File: config.mk
export PLATFORM = sky130hd
export DESIGN_NAME = size_class_bitmap_slab_allocator
export DESIGN_NICKNAME = d
export VERILOG_FILES = /design/src/design/scbsa_pkg.sv /design/src/design/scbsa_ram.sv /design/src/design/size_class_bitmap_slab_allocator.sv
export SDC_FILE = /design/constraint.sdc
export NUM_CORES = 2
export LEC_CHECK = 0
export BUFFER_PORTS_ARGS = -buffer_cell sky130_fd_sc_hd__buf_2
export CAP_MARGIN = 20
export CORE_MARGIN = 1.5
export CORE_UTILIZATION = 50
export CTS_CLUSTER_SIZE = 12
export DETAILED_ROUTE_END_ITERATION = 16
export GPL_TIMING_DRIVEN = 0
export HOLD_SLACK_MARGIN = 0.03
export PLACE_DENSITY_LB_ADDON = 0.25
export SYNTH_ARGS = -nofsm -noshare
export SYNTH_HDL_FRONTEND = slang
export SYNTH_HIERARCHICAL = 1
export SYNTH_SLANG_ARGS = --single-unit
export TNS_END_PERCENT = 100
File: constraint.sdc
create_clock -name clk -period 21 [get_ports clk]
set_input_delay 2.1 -clock clk [delete_from_list [all_inputs] [get_ports clk]]
set_output_delay 2.1 -clock clk [all_outputs]
set_load 0.005 [all_outputs]
File: src/design/scbsa_pkg.sv
// Shared constants and types for the size-class slab allocator.
// Used by size_class_bitmap_slab_allocator; no dependencies.
`default_nettype none

package scbsa_pkg;

    localparam int POOL_BYTES     = 4096;
    localparam int MAX_POOLS      = 8;
    localparam int CLASS_COUNT    = 6;
    localparam int MIN_SLOT_BYTES = 16;
    localparam int MAX_SLOT_BYTES = 512;
    localparam int MIN_SHIFT      = $clog2(MIN_SLOT_BYTES);

    localparam int WORDS_PER_POOL = (POOL_BYTES / MIN_SLOT_BYTES + 63) / 64;
    localparam int BITMAP_DEPTH   = MAX_POOLS * WORDS_PER_POOL;
    localparam int BITMAP_WIDTH   = 64;

    localparam int ADDR_W   = 15;
    localparam int SIZE_W   = 10;
    localparam int OFFSET_W = $clog2(POOL_BYTES);
    localparam int POOL_W   = $clog2(MAX_POOLS);
    localparam int CNT_W    = $clog2(MAX_POOLS + 1);
    localparam int WORD_W   = $clog2(WORDS_PER_POOL);
    localparam int SLOT_W   = $clog2(POOL_BYTES / MIN_SLOT_BYTES);
    localparam int BIT_W    = 6;
    localparam int CLASS_W  = 3;

    typedef enum logic [1:0] {
        STATUS_DONE         = 2'd0,
        STATUS_NO_SPACE     = 2'd1,
        STATUS_FREE_IGNORED = 2'd2,
        STATUS_BAD_SIZE     = 2'd3
    } status_t;

    typedef enum logic {
        OP_ALLOC = 1'b0,
        OP_FREE  = 1'b1
    } opcode_t;

endpackage

`default_nettype wire

File: src/design/scbsa_ram.sv
// Generic simple dual-port RAM: one write port, one read port, registered read.
// No dependencies.
`default_nettype none

module scbsa_ram #(
    parameter int WIDTH = 64,
    parameter int DEPTH = 32
) (
    input  wire logic                     clk,
    input  wire logic                     we,
    input  wire logic [$clog2(DEPTH)-1:0] waddr,
    input  wire logic [WIDTH-1:0]         wdata,
    input  wire logic                     re,
    input  wire logic [$clog2(DEPTH)-1:0] raddr,
    output logic      [WIDTH-1:0]         rdata
);

    logic [WIDTH-1:0] mem [DEPTH];

    always_ff @(posedge clk)
    begin
        if (we)
        begin
            mem[waddr] <= wdata;
        end
        if (re)
        begin
            rdata <= mem[raddr];
        end
    end

endmodule

`default_nettype wire

File: src/design/size_class_bitmap_slab_allocator.sv
// Top level of the size-class bitmap slab allocator: sequencer, pool tags, output register.
// Depends on scbsa_pkg and scbsa_ram (slot bitmap memory).
//
//  channel | valid     | stall     | payload
//  --------+-----------+-----------+------------------------------------------
//  in      | in_valid  | in_stall  | opcode, request_size, free_address
//  out     | out_valid | out_stall | slot_address, status
//
// One item at a time. A bad size or an ignored free goes straight to the result state.
// Free: tag check and bitmap read, then write back, then result.
// Allocate: a scan over the pools in use, reading the bitmap words of each pool of
// the class in turn through the one-word-per-cycle read port of the bitmap memory;
// a miss in every pool ends the scan in either the result (no space) or a fill of
// the new pool's WORDS_PER_POOL bitmap words and then the result.
// Reset clears pool count, pool tags and control; the bitmap needs no clear,
// since a pool's words are written when the pool is claimed.
// The output register holds a result under out_stall while the next item is taken.
`default_nettype none

module size_class_bitmap_slab_allocator
    import scbsa_pkg::*;
(
    input  wire logic              clk,
    input  wire logic              rst_n,
    input  wire logic              in_valid,
    output logic                   in_stall,
    input  wire logic              opcode,
    input  wire logic [SIZE_W-1:0] request_size,
    input  wire logic [ADDR_W-1:0] free_address,
    output logic                   out_valid,
    input  wire logic              out_stall,
    output logic      [ADDR_W-1:0] slot_address,
    output logic      [1:0]        status
);

    localparam int RAM_AW = POOL_W + WORD_W;
    localparam int NW_W   = WORD_W + 1;

    typedef enum logic [2:0] {
        ST_IDLE,
        ST_SCAN,
        ST_CHECK,
        ST_CLAIM,
        ST_FREE_WR,
        ST_RESULT
    } state_t;

    state_t              state_reg, state_next;
    logic [CNT_W-1:0]    pools_in_use_reg, pools_in_use_next;
    logic [CLASS_W-1:0]  pool_tag_reg [MAX_POOLS];
    logic                tag_we;
    logic [CLASS_W-1:0]  cls_reg, cls_next;
    logic [CNT_W-1:0]    scan_reg, scan_next;      // pools still to visit
    logic [POOL_W-1:0]   pool_reg, pool_next;
    logic [WORD_W-1:0]   word_reg, word_next;
    logic [BIT_W-1:0]    bit_reg, bit_next;        // bit to set on a free
    logic [ADDR_W-1:0]   res_addr_reg, res_addr_next;
    status_t             res_status_reg, res_status_next;
    logic                out_valid_reg, out_valid_next;
    logic [ADDR_W-1:0]   slot_address_reg, slot_address_next;
    status_t             status_reg, status_next;

    // bitmap memory ports
    logic                    ram_we, ram_re;
    logic [RAM_AW-1:0]       ram_waddr, ram_raddr;
    logic [BITMAP_WIDTH-1:0] ram_wdata, ram_rdata;

    scbsa_ram #(
        .WIDTH(BITMAP_WIDTH),
        .DEPTH(BITMAP_DEPTH)
    ) u_bitmap (
        .clk  (clk),
        .we   (ram_we),
        .waddr(ram_waddr),
        .wdata(ram_wdata),
        .re   (ram_re),
        .raddr(ram_raddr),
        .rdata(ram_rdata)
    );

    // lowest set bit: first nonzero byte, then first bit within it
    function automatic logic [BIT_W-1:0] lowest_set(input logic [BITMAP_WIDTH-1:0] w);
        logic [2:0] byte_sel;
        logic [2:0] bit_sel;
        logic [7:0] b;
        byte_sel = 3'd7;
        for (int i = 7; i >= 0; i--)
        begin
            if (w[i*8 +: 8] != 8'd0)
            begin
                byte_sel = 3'(i);
            end
        end
        b = w[byte_sel*8 +: 8];
        bit_sel = 3'd7;
        for (int i = 7; i >= 0; i--)
        begin
            if (b[i])
            begin
                bit_sel = 3'(i);
            end
        end
        return {byte_sel, bit_sel};
    endfunction

    wire in_accept  = in_valid && !in_stall;
    wire out_free   = !out_valid_reg || !out_stall;
    assign in_stall = (state_reg != ST_IDLE);

    // smallest class that holds the request
    logic [CLASS_W-1:0] req_cls;
    always_comb
    begin
        req_cls = CLASS_W'(CLASS_COUNT - 1);
        for (int i = CLASS_COUNT - 1; i >= 0; i--)
        begin
            if (request_size <= SIZE_W'(MIN_SLOT_BYTES << i))
            begin
                req_cls = CLASS_W'(i);
            end
        end
    end
    wire bad_size = (request_size == '0) || (request_size > SIZE_W'(MAX_SLOT_BYTES));

    // per-class slot and word counts for the class under search
    logic [SLOT_W:0] class_slots;
    logic [SLOT_W:0] nw_full;
    logic [NW_W-1:0] class_words;
    assign class_slots = (SLOT_W+1)'(POOL_BYTES / MIN_SLOT_BYTES) >> cls_reg;
    assign nw_full     = (class_slots + (SLOT_W+1)'(63)) >> 6;
    assign class_words = nw_full[NW_W-1:0];

    // free request decode
    logic [POOL_W-1:0]   fr_pool;
    logic [OFFSET_W-1:0] fr_offset;
    logic [OFFSET_W-1:0] fr_mask;
    logic [SLOT_W-1:0]   fr_slot;
    logic [CLASS_W-1:0]  tag_rd;
    logic [POOL_W-1:0]   tag_idx;
    logic [POOL_W-1:0]   scan_idx;
    logic [CNT_W-1:0]    scan_dec;

    assign fr_pool   = free_address[OFFSET_W +: POOL_W];
    assign fr_offset = free_address[OFFSET_W-1:0];
    assign scan_dec  = scan_reg - CNT_W'(1);
    assign scan_idx  = scan_dec[POOL_W-1:0];
    assign tag_idx   = (state_reg == ST_IDLE) ? fr_pool : scan_idx;
    assign tag_rd    = pool_tag_reg[tag_idx];
    assign fr_mask   = (OFFSET_W'(MIN_SLOT_BYTES) << tag_rd) - OFFSET_W'(1);
    assign fr_slot   = SLOT_W'(fr_offset >> (MIN_SHIFT + int'(tag_rd)));

    wire fr_bad = ({1'b0, fr_pool} >= pools_in_use_reg)
               || (tag_rd >= CLASS_W'(CLASS_COUNT))
               || ((fr_offset & fr_mask) != '0);

    // bitmap word check during the scan
    logic [BIT_W-1:0]  hit_bit;
    logic [SLOT_W-1:0] hit_slot;
    logic [NW_W-1:0]   word_inc;
    assign hit_bit  = lowest_set(ram_rdata);
    assign hit_slot = {word_reg, hit_bit};
    assign word_inc = {1'b0, word_reg} + NW_W'(1);

    always_comb
    begin
        state_next        = state_reg;
        pools_in_use_next = pools_in_use_reg;
        tag_we            = 1'b0;
        cls_next          = cls_reg;
        scan_next         = scan_reg;
        pool_next         = pool_reg;
        word_next         = word_reg;
        bit_next          = bit_reg;
        res_addr_next     = res_addr_reg;
        res_status_next   = res_status_reg;
        out_valid_next    = out_valid_reg;
        slot_address_next = slot_address_reg;
        status_next       = status_reg;
        ram_we            = 1'b0;
        ram_waddr         = {pool_reg, word_reg};
        ram_wdata         = '1;
        ram_re            = 1'b0;
        ram_raddr         = {pool_reg, word_reg};

        if (out_valid_reg && !out_stall)
        begin
            out_valid_next = 1'b0;
        end

        unique case (state_reg)
            ST_IDLE:
            begin
                res_addr_next = '0;
                if (in_accept)
                begin
                    if (opcode == OP_ALLOC)
                    begin
                        if (bad_size)
                        begin
                            res_status_next = STATUS_BAD_SIZE;
                            state_next      = ST_RESULT;
                        end
                        else
                        begin
                            cls_next   = req_cls;
                            scan_next  = pools_in_use_reg;
                            state_next = ST_SCAN;
                        end
                    end
                    else if (fr_bad)
                    begin
                        res_status_next = STATUS_FREE_IGNORED;
                        state_next      = ST_RESULT;
                    end
                    else
                    begin
                        // read the word now, set the bit next cycle
                        pool_next  = fr_pool;
                        word_next  = fr_slot[SLOT_W-1 -: WORD_W];
                        bit_next   = fr_slot[BIT_W-1:0];
                        ram_re     = 1'b1;
                        ram_raddr  = {fr_pool, fr_slot[SLOT_W-1 -: WORD_W]};
                        state_next = ST_FREE_WR;
                    end
                end
            end

            ST_SCAN:
            begin
                if (scan_reg == '0)
                begin
                    if (pools_in_use_reg >= CNT_W'(MAX_POOLS))
                    begin
                        res_status_next = STATUS_NO_SPACE;
                        state_next      = ST_RESULT;
                    end
                    else
                    begin
                        pool_next         = pools_in_use_reg[POOL_W-1:0];
                        pools_in_use_next = pools_in_use_reg + CNT_W'(1);
                        tag_we            = 1'b1;
                        word_next         = '0;
                        state_next        = ST_CLAIM;
                    end
                end
                else
                begin
                    scan_next = scan_dec;
                    if (tag_rd == cls_reg)
                    begin
                        pool_next  = scan_idx;
                        word_next  = '0;
                        ram_re     = 1'b1;
                        ram_raddr  = {scan_idx, WORD_W'(0)};
                        state_next = ST_CHECK;
                    end
                end
            end

            ST_CHECK:
            begin
                if (ram_rdata != '0)
                begin
                    if ({1'b0, hit_slot} < class_slots)
                    begin
                        ram_we          = 1'b1;
                        ram_wdata       = ram_rdata & ~(BITMAP_WIDTH'(1) << hit_bit);
                        res_addr_next   = {pool_reg, OFFSET_W'(0)}
                                        + (ADDR_W'(hit_slot) << (MIN_SHIFT + int'(cls_reg)));
                        res_status_next = STATUS_DONE;
                        state_next      = ST_RESULT;
                    end
                    else
                    begin
                        // stray bit past the last slot: pool counts as full
                        state_next = ST_SCAN;
                    end
                end
                else if (word_inc < class_words)
                begin
                    word_next = word_inc[WORD_W-1:0];
                    ram_re    = 1'b1;
                    ram_raddr = {pool_reg, word_inc[WORD_W-1:0]};
                end
                else
                begin
                    state_next = ST_SCAN;
                end
            end

            ST_CLAIM:
            begin
                // fill the new pool's words; slot 0 goes out at once
                ram_we    = 1'b1;
                ram_wdata = (word_reg == '0) ? {{(BITMAP_WIDTH-1){1'b1}}, 1'b0} : '1;
                if (word_reg == WORD_W'(WORDS_PER_POOL - 1))
                begin
                    res_addr_next   = {pool_reg, OFFSET_W'(0)};
                    res_status_next = STATUS_DONE;
                    state_next      = ST_RESULT;
                end
                else
                begin
                    word_next = word_reg + WORD_W'(1);
                end
            end

            ST_FREE_WR:
            begin
                ram_we          = 1'b1;
                ram_wdata       = ram_rdata | (BITMAP_WIDTH'(1) << bit_reg);
                res_status_next = STATUS_DONE;
                state_next      = ST_RESULT;
            end

            ST_RESULT:
            begin
                if (out_free)
                begin
                    out_valid_next    = 1'b1;
                    slot_address_next = res_addr_reg;
                    status_next       = res_status_reg;
                    state_next        = ST_IDLE;
                end
            end

            default:
            begin
                state_next = ST_IDLE;
            end
        endcase
    end

    always_ff @(posedge clk or negedge rst_n)
    begin
        if (!rst_n)
        begin
            state_reg        <= ST_IDLE;
            pools_in_use_reg <= '0;
            out_valid_reg    <= 1'b0;
            slot_address_reg <= '0;
            status_reg       <= STATUS_DONE;
            for (int i = 0; i < MAX_POOLS; i++)
            begin
                pool_tag_reg[i] <= '0;
            end
        end
        else
        begin
            state_reg        <= state_next;
            pools_in_use_reg <= pools_in_use_next;
            out_valid_reg    <= out_valid_next;
            slot_address_reg <= slot_address_next;
            status_reg       <= status_next;
            if (tag_we)
            begin
                pool_tag_reg[pool_next] <= cls_reg;
            end
        end
    end

    always_ff @(posedge clk)
    begin
        cls_reg          <= cls_next;
        scan_reg         <= scan_next;
        pool_reg         <= pool_next;
        word_reg         <= word_next;
        bit_reg          <= bit_next;
        res_addr_reg     <= res_addr_next;
        res_status_reg   <= res_status_next;
    end

    assign out_valid    = out_valid_reg;
    assign slot_address = slot_address_reg;
    assign status       = status_reg;

    // pool count never runs past the region
    assert property (@(posedge clk) disable iff (!rst_n)
        pools_in_use_reg <= CNT_W'(MAX_POOLS))
        else $error("pool count exceeds region");

    // bitmap is written only while checking, claiming or freeing
    assert property (@(posedge clk) disable iff (!rst_n)
        ram_we |-> (state_reg == ST_CHECK || state_reg == ST_CLAIM
                    || state_reg == ST_FREE_WR))
        else $error("bitmap write in wrong state");

    // a new result comes only out of the result state
    assert property (@(posedge clk) disable iff (!rst_n)
        $rose(out_valid_reg) |-> $past(state_reg) == ST_RESULT)
        else $error("result without result state");

    // an allocated address lies in a claimed pool
    assert property (@(posedge clk) disable iff (!rst_n)
        (out_valid_reg && status_reg == STATUS_DONE && slot_address_reg != '0)
        |-> ({1'b0, slot_address_reg[OFFSET_W +: POOL_W]} < pools_in_use_reg))
        else $error("address outside claimed pools");

endmodule

`default_nettype wire
======== Word-level counts from Yosys, hierarchy flattened ========
Memories as Yosys holds them, arrays and structs flattened. A register that Yosys moved wholly into a read port is not among the register bits.
Cells that the tools add are included.
W data, S select, Z words.
word-level totals
  logic and storage cells ................. 235
  output and inout bits ................... 19
  flip-flop bits (word level) ............. 84
  memory bits (writable) .................. 2048
  memories ................................ 1
  bits of input ports ..................... 30
operators by class
  magnitude comparators ................... 14
  equality and inequality tests ........... 27
  $add $sub $neg .......................... 9
  bitwise gates (word level) .............. 10
  multiplexer cells ....................... 105
  reduce and logical (&&, ||, !) cells .... 40
  shift-type cells ........................ 7
memory list
  name          words  width  rd ports  clocked after memory_dff  wr ports  line             source
  u_bitmap.mem  32     64     1         1                         1         scbsa_ram.sv:18  logic [WIDTH-1:0] mem [DEPTH];
operators with widths
  operator                number
  $pmux W64 S3            1
  $mux W64                2
  $shl A1 B6 Y64 const A  2
  $mux W3                 33
  $and A64 B64 Y64        1
  $not A64 Y64            1
  $or A64 B64 Y64         1
  $reduce_bool A64 Y1     1
  $shiftx A64 B7 Y7       1
  $reduce_bool A8 Y1      7
  $mux W15                3
  $pmux W15 S3            1
  $mux W2                 22
  $ne A2 B2 Y1 const B    15
  $mux W5                 5
  $bwmux W24              1
  $mux W1                 23
  $pmux W3 S6             1
  $reduce_and A9 Y1       2
  $mux W4                 4
  $add A15 B15 Y15        1
  $ne A3 B3 Y1 const B    5
  $pmux W5 S3             1
  $shl A8 B4 Y15          1
  other kinds (56)        77

======== Depth between registers and ports, before layout ========
  depth in word-level cells ............... 22
  gate-level depth with buffers ........... 27
  depth with buffers taken out ............ 23

======== Cells and area by module ========
The synthesis kept the hierarchy.
by module, submodules not included
  module                            instances  area an instance (sq um)  cells an instance  seq. area each (sq um)
  scbsa_ram                         1          79605.1                   3096               63420.8
  size_class_bitmap_slab_allocator  1          8314.2                    1022               2247.2

======== Least setup slack after synthesis ========
No wires, ideal clock.
  path kind ............................... register to register
  start ................................... reg u_bitmap.rdata[48] (read register of u_bitmap.mem)
  end ..................................... mem u_bitmap.mem[12][0], enable pin
  path slack .............................. 11.883 ns
  clock period less this slack ............ 9.117 ns
  data required time ...................... 20.513 ns
  cell stages (with the launch flop) ...... 25
  arrival ................................. 8.631 ns
  cell sequence ........................... edfxtp_1 or4_1 o211a_1 o211a_1 o21ai_1 nand2_1 inv_1 mux2_2 a221oi_1 a211oi_1 nor2_1 ha_1 o21a_1 o21a_1 o21a_1 o21a_1 o21a_1 o21a_1 o21a_1 or2_2 nor2b_1 o21ai_0 or3b_2 clkbuf_1 nor2_1
on the way
  cells in the longest elaborated chain, start to end .. 22
ends and longest elaborated chain
  element                            line                                     source
  start, declared                    scbsa_ram.sv:15                          output logic [WIDTH-1:0] rdata
  $reduce_bool A8 Y1                 size_class_bitmap_slab_allocator.sv:89   if (w[i*8 +: 8] != 8'd0)
  $mux W1                            size_class_bitmap_slab_allocator.sv:89
  $mux W3 (6 in series)              size_class_bitmap_slab_allocator.sv:89
  $shiftx A64 B7 Y7                  size_class_bitmap_slab_allocator.sv:94   b = w[byte_sel*8 +: 8];
  $mux W1                            size_class_bitmap_slab_allocator.sv:98   if (b[i])
  $mux W3 (6 in series)              size_class_bitmap_slab_allocator.sv:98
  $lt A8 B9 Y1                       size_class_bitmap_slab_allocator.sv:264  if ({1'b0, hit_slot} < class_slots)
  $mux W1                            size_class_bitmap_slab_allocator.sv:264
  $mux W1 (*)                        size_class_bitmap_slab_allocator.sv:262  if (ram_rdata != '0)
  $pmux W1 S2 (*)                    size_class_bitmap_slab_allocator.sv:190  unique case (state_reg)
  via ram_we                         size_class_bitmap_slab_allocator.sv:64   logic ram_we, ram_re;
  $mux W1 (*)                        scbsa_ram.sv:22                          if (we)
  $mux W1 (not written as such) (*)  scbsa_ram.sv:24                          mem[waddr] <= wdata;
  end, declared                      scbsa_ram.sv:18
Mark *: on every way through the listed nets, which the timed path passes. The rest lies on a longest branch.

======== Final worst setup path ========
  start ................................... reg u_bitmap.rdata[25] (read register of u_bitmap.mem)
  end ..................................... mem u_bitmap.mem[19][24], enable pin
on the way
  cells in the longest elaborated chain, start to end .. 19
ends and longest elaborated chain
  element                            line
  $reduce_bool A8 Y1                 size_class_bitmap_slab_allocator.sv:89
  $mux W3 (4 in series)              size_class_bitmap_slab_allocator.sv:89
  $shiftx A64 B7 Y7                  size_class_bitmap_slab_allocator.sv:94
  $mux W1                            size_class_bitmap_slab_allocator.sv:98
  $mux W3 (6 in series)              size_class_bitmap_slab_allocator.sv:98
  $lt A8 B9 Y1                       size_class_bitmap_slab_allocator.sv:264
  $mux W1                            size_class_bitmap_slab_allocator.sv:264
  $mux W1 (*)                        size_class_bitmap_slab_allocator.sv:262
  $pmux W1 S2 (*)                    size_class_bitmap_slab_allocator.sv:190
  via ram_we                         size_class_bitmap_slab_allocator.sv:64
  $mux W1 (*)                        scbsa_ram.sv:22
  $mux W1 (not written as such) (*)  scbsa_ram.sv:24
Marks and branches as above.

==> metrics.txt <==
CP Class=reg2reg; maximum operating frequency=95.04 MHz; count of pins on the block boundary=49; Max Root-Sink Buffers=3; reg-to-reg critical path startpoint=u_bitmap/rdata[25]; wirelength, routed=275000 microns; number of synthesized flops with an enable pin=2144; power dissipated by switching net loads=6.463 mW; number of nets in the final layout=4672; pin count of the biggest net entering global routing=37; via count of the first global-routing pass=46620; post-detailed-placement half-perimeter wirelength=185600 microns; Die H=422.3 microns; clock root buffer master=sky130_fd_sc_hd__clkbuf_16; post-synthesis to final-layout area growth=15.95%; slowest CP cell=sky130_fd_sc_hd__o311ai_0; number of synthesized register bits=2196; area of combinational cells with multiple inputs=21600 sq um; fraction of layout instances using a drive strength above 1=0.3073; peak ir drop on the vdd network=0.1063 mV; Top delay family on crit path=compound AO/OA/AOI/OAI gates; Clk pin slew, worst setup/hold paths=0.06 ns; Placeable Area=174200 sq um; CP peak stage delay=1.10 ns; min-delay src=res_addr_reg[4]; static leakage=32.19 nW; Post CTS Setup Buffer Count=0; Slew headroom=0.1714; Sw Ratio=0.3699; per-cell via count in the routed design=6.804; number of hold buffers added after cts=0; FF/Latch Area=65670 sq um; Arrival @ worst endpoint=11.07 ns; fraction of synthesis flops using an asynchronous set or reset pin=0.02231; internal power=11.01 mW; global-route congestion overflow total=0; DRC violations left=0; post-route clock skew=0.05307 ns; TritonCTS clock tree=yes; Worst Hold Class=reg2reg; number of standard cells after synthesis=4118; max FFs per register=2048; final design area excluding fillers=101900 sq um; global placement routability congestion=0.9865; TritonCTS buffer count=216; Die W=422.3 microns; Setup-failing EPs final=0; power density normalized to cell area=171.4 nW/um^2; antenna-violating nets left=0; number of slew-limit violations in the final report=0; most common cell after layout, fill and taps aside=sky130_fd_sc_hd__edfxtp_1; Max FO, Critical Path=17; filler instances=12557; antenna violations before repair=7; type of element launching the critical path=flop; core utilization of the finished layout=0.5852; sequential group share of total power=0.341; setup repair after global routing missed its margin=no; destination of the worst register-to-register timing path=u_bitmap/mem[19][24]; most used cells in the layout excluding fill and tap cells=sky130_fd_sc_hd__edfxtp_1, sky130_fd_sc_hd__mux4_2, sky130_fd_sc_hd__clkbuf_16; Worst R2R Setup Slack=10.48 ns; # H-tree levels=4; starting density of the core=0.5047; number of cells on the worst reg-to-reg path=26; number of cell rows=153; Die Footprint=178400 sq um; vias after detailed routing=48114; sum of negative setup slack=0 ns; post-cts repair resize count=0; Avg Cell Area, Syn=21.35 sq um; dominant synthesized flop cell=sky130_fd_sc_hd__edfxtp_1; clock tree sinks=2196; max-capacitance violation count=0; Mapped Area=87920 sq um; fin crit period=10.52 ns; Hold Fails Final Rpt=0; ratio of final minimum period to clock period=0.5010; category of the worst setup path capture point=flop; clock share of power=0.204; Starting DRT DRC Count=7061; instance area after placement=95460 sq um; slew at the pin closest to its max-slew limit=1.243 ns; outcome=finished clean; average wire per cell in the routed design=38.89 microns; worst setup path start=u_bitmap/rdata[25]; count of cell types in the netlist=88; total routing resource utilization after global routing=0.3097; WHS Endpoint=slot_address[4]; Data required, critical path=21.55 ns; most repeated library cell on the critical path=sky130_fd_sc_hd__o21a_1; global-route wire length before repair=378100 microns; first-pass iteration count of the detailed router=6; count of yosys warnings during synthesis=6; clock latency of the later-clocked register in the worst-skew pair=0.89 ns; worst hold path depth=1; Logic pwr share=0.455; share of the yosys chip area belonging to registers=0.7469; Crit path buffers/inverters=5; Port Buf Inserts=48
final cells by class:
cell class / instances / area share
Tap cell: 2325 / 0.02854
Inverter: 26 / 0.0009574
Multi-Input combinational cell: 1682 / 0.2119
Timing Repair Buffer: 283 / 0.04311
Sequential cell: 2196 / 0.6442
Buffer: 217 / 0.009881
Clock inverter: 41 / 0.003351
Antenna cell: 1 / 0.00002455
Clock buffer: 300 / 0.05807
how the worst max path moves through the flow:
stage                      endpoint  slack (ns)  depth (start not counted)
3_5_place_dp   u_bitmap/mem[18][26]       10.70                         25
5_1_grt        u_bitmap/mem[19][24]       10.26                         25
2_1_floorplan   u_bitmap/mem[12][0]       11.88                         24
3_3_place_gp    u_bitmap/mem[0][24]        3.96                         24
4_1_cts        u_bitmap/mem[18][24]       10.66                         25
6_report       u_bitmap/mem[19][24]       10.48                         26
per-layer routing:
layer / part of all wire / routed length, microns / up-vias / GRT usage
met3: 0.11 / 28950 / 530 / 0.05652
met4: 0.047 / 13060 / 4 / 0.1296
li1: - / - / 18476 / -
met5: 0.000098 / 27 / - / 0
met2: 0.46 / 126200 / 3217 / 0.4699
met1: 0.39 / 106800 / 25887 / 0.4467
cell usage after synthesis (23+ instances only):
cell                       number  area, sq um
sky130_fd_sc_hd__mux4_2       609        13720
sky130_fd_sc_hd__o211ai_1      58        435.4
sky130_fd_sc_hd__nand2_1       99        371.6
sky130_fd_sc_hd__mux2i_1       71        710.7
sky130_fd_sc_hd__nand3_1       33        165.2
sky130_fd_sc_hd__inv_1         23        86.33
sky130_fd_sc_hd__clkbuf_1     101        379.1
sky130_fd_sc_hd__buf_1         27        101.4
sky130_fd_sc_hd__buf_2         69        345.3
sky130_fd_sc_hd__o21ai_0       89        445.4
sky130_fd_sc_hd__nor3_1        30        150.1
sky130_fd_sc_hd__a21oi_1       98        490.5
sky130_fd_sc_hd__nor2_1       116        435.4
sky130_fd_sc_hd__dfrtp_1       49         1226
sky130_fd_sc_hd__edfxtp_1    2144        64380
sky130_fd_sc_hd__mux2_2       116         1306
power groups by stage:
stage	Clock (mW)	Sequential (mW)	Combinational [mW]
after floorplan	0	6.03	4.62
after global placement	0	6.18	7.28
after detailed placement	0	6.05	7.82
after CTS	3.60	5.96	7.85
after global routing	3.75	5.97	8.24
final	3.56	5.96	7.95
logic make-up after synthesis:
kind of cell             share of synthesized area
flip-flops                                  0.7469
multiplexers                                0.1807
AO/OA/AOI/OAI                              0.03188
AND/OR/NAND/NOR                            0.02364
buffers and inverters                      0.01247
adder cells (fa/ha/maj)                   0.002932
XOR/XNOR                                  0.001395
other                                   0.00004265
per-stage QoR:
| step | total power, mW | setup WS (ns) | std cells | hold slack, ns |
|---|---|---|---|---|
| after floorplan | 10.65 | 11.88 | 4121 | 0.4555 |
| final | 17.47 | 10.48 | 7071 | 0.4475 |
| after global placement | 13.46 | 3.957 | 6494 | 0.4604 |
| after detailed placement | 13.87 | 10.70 | 6717 | 0.4663 |
| after global routing | 17.96 | 10.26 | 7070 | 0.4736 |
| after CTS | 17.41 | 10.66 | 7058 | 0.4521 |
Power figures use the tool's default switching activity.
